==> config.mk <==
export PLATFORM = sky130hd
export DESIGN_NAME = srrt_ram
export DESIGN_NICKNAME = d
export VERILOG_FILES = /design/src/rtl/sorted_range_region_table_defines.svh /design/src/rtl/srrt_ram.sv
export SDC_FILE = /design/constraint.sdc
export NUM_CORES = 1
export LEC_CHECK = 0
export ABC_AREA = 1
export BUFFER_PORTS_ARGS = -buffer_cell sky130_fd_sc_hd__clkbuf_2
export CELL_PAD_IN_SITES_DETAIL_PLACEMENT = 1
export CELL_PAD_IN_SITES_GLOBAL_PLACEMENT = 2
export CORE_MARGIN = 2
export CORE_UTILIZATION = 47
export DETAILED_ROUTE_END_ITERATION = 8
export PLACE_DENSITY_LB_ADDON = 0.1
export SYNTH_ARGS = -nofsm -noshare
export SYNTH_HDL_FRONTEND = slang
export SYNTH_SLANG_ARGS = --single-unit
==> constraint.sdc <==
create_clock -name clock -period 4.29 [get_ports clock]
set_input_delay 0.2145 -clock clock [delete_from_list [all_inputs] [get_ports clock]]
set_output_delay 0.2145 -clock clock [all_outputs]
set_load 0.02 [all_outputs]
==> src/rtl/sorted_range_region_table_defines.svh <==
// ---------------------------------------------------------------------------
// Assertion macros for the sorted range region table
// ---------------------------------------------------------------------------
`ifndef SORTED_RANGE_REGION_TABLE_DEFINES_SVH
`define SORTED_RANGE_REGION_TABLE_DEFINES_SVH

// same-cycle implication, sampled on clock, off during reset
`define SRRT_ASSERT_NOW(label, ante, cons, msg) \
   label: assert property (@(posedge clock) disable iff (reset) (ante) |-> (cons)) \
      else $error(msg);

// next-cycle implication
`define SRRT_ASSERT_NEXT(label, ante, cons, msg) \
   label: assert property (@(posedge clock) disable iff (reset) (ante) |=> (cons)) \
      else $error(msg);

`endif

==> src/rtl/srrt_ram.sv <==
// ---------------------------------------------------------------------------
// srrt_ram
// Generic single-write, single-read RAM with registered read data.
// ---------------------------------------------------------------------------
module srrt_ram #(
   parameter int WIDTH = 8,
   parameter int DEPTH = 64
) (
   input  logic                     clock,
   input  logic                     wr_en,
   input  logic [$clog2(DEPTH)-1:0] wr_addr,
   input  logic [WIDTH-1:0]         wr_data,
   input  logic [$clog2(DEPTH)-1:0] rd_addr,
   output logic [WIDTH-1:0]         rd_data
);

   logic [WIDTH-1:0] mem [DEPTH];
   logic [WIDTH-1:0] rd_data_ff;

   always_ff @(posedge clock) begin
      if (wr_en) begin
         mem[wr_addr] <= wr_data;
      end
      rd_data_ff <= mem[rd_addr];
   end

   assign rd_data = rd_data_ff;

endmodule

* After elaboration in Yosys (flattened, before gate mapping) *
Memories as Yosys holds them, arrays and structs flattened. A register that Yosys moved wholly into a read port is not among the register bits.
Index checks and enable logic that the tools add are counted.

cells by class
  muxes and demuxes = 2

operators by type and width
  operator  number
  $mux W1   2

word-level totals
  flip-flop bits (word level) = 0
  memory bits (writable) = 512
  input port bits = 22
  output and inout port bits = 8
  memories = 1

memory list
  memory  words  width  read ports  clocked after memory_dff  wr ports  line            text
  mem     64     8      1           1                         1         srrt_ram.sv:17  logic [WIDTH-1:0] mem [DEPTH];

* Depth between registers and ports, before layout *
  depth in word-level cells = 2
  depth in mapped cells = 12
  gate-level depth less buffers = 9

* Worst setup path before layout *
Ideal clock, no wire load.

  path type = input port to flip-flop
  start point = input wr_en
  end point = memory mem[48][0], enable pin
  setup time = 395 ps
  arrival time = 1586 ps
  required time = 3895 ps
  slack = 2309 ps
  stages = 3
  cells stage by stage = clkbuf_1 nand4_1 nor4_1

between the ends
  longest elaborated chain between the ends = 2

ends and longest elaborated chain
  what                           line            text
  start: declaration             srrt_ram.sv:10  input logic wr_en,
  $mux W1                        srrt_ram.sv:21  if (wr_en) begin
  $mux W1 (implied by the code)  srrt_ram.sv:22  mem[wr_addr] <= wr_data;
  end: declaration               srrt_ram.sv:17

Every way passes these cells.

==> run_results.csv <==
group,metric,value,unit
outcome,status,"finished clean",
timing,hold_violations,0,
synthesis,ys_warn_count,0,
worst_setup_path,critPathKind,"input port to register",
synthesis,avgSynthCellArea,11.82,µm²
finish,fill_cells,4723,
min_path,hp-class,"input port to register",
pwr,ir_worst_vdd,318.1,µV
detailed_routing,routed_wl,59420,µm
floorplanning,initial_core_util,47.33,%
clock_network,numCtsBuffers,55,
timing,slew_viol_final,0,
pwr,power_density,464.1,nW/µm²
detailed_routing,first_pass_iters,8,
synthesis,synth_most_common_cell,"nand2_1",
grt,grt_max_degree,161,
floorplanning,core,45090,µm²
clock_network,post_cts_buffers,0,
floorplanning,dieHeight,217.1,µm
finish,final_cell_area,23470,µm²
finish,syn2layout_area_growth,9.962,%
worst_setup_path,crit_arrival,2.80,ns
timing,finalCritPeriodShare,52.86,%
synthesis,synth-seq-cells,520,
timing,skew,0.02197,ns
synthesis,yosys-top-cells-area,"edfxtp_1, nand2_1, nand3_1, buf_6, nor2_1",
clock_network,clk_pin_slew,0.06,ns
floorplanning,io_pins,30,
timing,rsz0062_at_grt,"false",
synthesis,synth_edf_count,512,
clock_network,clock_sinks,520,
run,maxCapViolCount,0,
placed_design,io_buffers,29,
synthesis,syn_area,21340,µm²
detailed_routing,drt_iter0_markers,1176,
placed_design,gp_congestion,0.7871,
synthesis,synth_cells,1805,
timing,tns,0,ns
synthesis,synth_top_cells_by_count,"nand2_1, edfxtp_1, nand3_1",
finish,final-seq-area,15530,µm²
timing,slew_headroom,33.47,%
worst_setup_path,cp-start-kind,"input port",
worst_setup_path,crit_required,4.82,ns
floorplanning,die_x,217.1,µm
synthesis,yosysTopAreaCell,"edfxtp_1",
pwr,power_leakage,0.008417,µW
timing,fmax,441.0,MHz
timing,setup_viol,0,
timing,fin_ws,2.022,ns
clock_network,cts_tree,"done",
timing,min_period,2.268,ns
synthesis,synthArstFlopShare,0,%
clock_network,cts-resized-gates,0,
timing,worstMarginPinSlew,0.9979,ns
synthesis,ys_types,16,
finish,antennaDiodeCount,0,
finish,drive_gt1_share,7.961,%
floorplanning,rows,78,
placed_design,dp_slack,1.436,ns
grt,grt_usage,25.96,%
detailed_routing,ant_nets,0,
synthesis,synth_flop_cell,"edfxtp_1",
floorplanning,dieArea,47120,µm²
detailed_routing,wl_per_cell,24.17,µm
grt,grt_pass1_vias,14300,
worst_setup_path,end_kind,"register",
synthesis,ys_seq_area_share,72.80,%
grt,grt_pass1_wl,90490,µm
synthesis,yosys.area.top_type_share,72.05,%
grt,grt_overflow,0,
placed_design,dp_hpwl,34240,µm
grt,antenna_found_initial,1,
finish,multiInputGateArea,4946,µm²
clock_network,insertion_delay,0.61,ns
detailed_routing,drc,0,
placed_design,postPlaceCellArea,21750,µm²
min_path,hold_path_depth,3,
timing,whs,0.08413,ns
clock_network,htree_levels,2,
clock_network,cts_root_buf,"clkbuf_16",
clock_network,clk_path_buf_depth,3,
detailed_routing,vias_per_cell,5.540,
worst_setup_path,critPathMaxFanout,72,
clock_network,hold_buffers,0,
detailed_routing,vias,13620,
synthesis,syn_nets,1827,
worst_setup_path,reg2reg_depth,8,
finish,nets,1838,
metal layers:
metal,track usage [%],share of wire [%],up-vias
met4,8.836,3.0,0
met5,0,0,-
li1,-,-,6372
met1,34.90,43,6885
met2,43.53,49,282
met3,3.718,4.5,84
through the flow:
step / instances / total power [µW] / util [%]
after floorplan: 1805 / 6148 / -
after global placement: 2359 / 6421 / 48.25
after detailed placement: 2359 / 6434 / 48.25
after CTS: 2459 / 10990 / 52.04
after global routing: 2459 / 11240 / 52.04
final: 2459 / 10890 / 52.04
flip-flops by register name, indices dropped and copies added (netlist names):
signal and cells:
mem 512, rd_data 8
worst max-delay path, cell delays in order:
cell and delay [ns]:
buf_4 0.66, inv_4 0.55, buf_12 0.37, nand3_1 0.12, nand3_1 0.12, nand2_1 0.14
nand2_1 0.05, nand3_1 0.16, nand3_1 0.21, nand2_1 0.12
final cells by class:
type                            instances  area share [%]
Timing Repair Buffer                   67           1.989
Tap cell                              600           3.199
Clock inverter                         26          0.8585
Sequential cell                       520           66.20
Multi-Input combinational cell       1160           21.08
Inverter                               12          0.2346
Clock buffer                           74           6.436
path summary, 6_finish.rpt:
kind,from,end,slack [ns]
max,rd_addr[1],rd_data[7],2.02
min,rd_addr[5],rd_data[3],0.08
max reg2reg,mem[7][7],rd_data[7],2.79
min reg2reg,mem[40][7],rd_data[7],0.84
cells by family after synthesis:
kind of cell / share of synthesized area [%]
and+or+nand+nor: 23.18
DFF: 72.80
buffers and inverters: 4.022
where the power goes:
part	internal (µW)	total (µW)	switching [µW]
clock	2630	4570	1940
combinational	154	673	519
sequential	5630	5650	20.9
total	8410	10900	2480
cell usage in the layout (no fill, tap or decap), types with 7 or more instances in the layout:
master / count
buf_4: 37
clkbuf_1: 15
clkbuf_16: 57
clkbuf_2: 27
clkinv_1: 7
clkinv_2: 14
dfxtp_1: 8
edfxtp_1: 512
inv_1: 9
nand2_1: 648
nand3_1: 439
nand4_1: 9
nor2_1: 56
nor4_1: 8
Power figures use the tool's default switching activity.
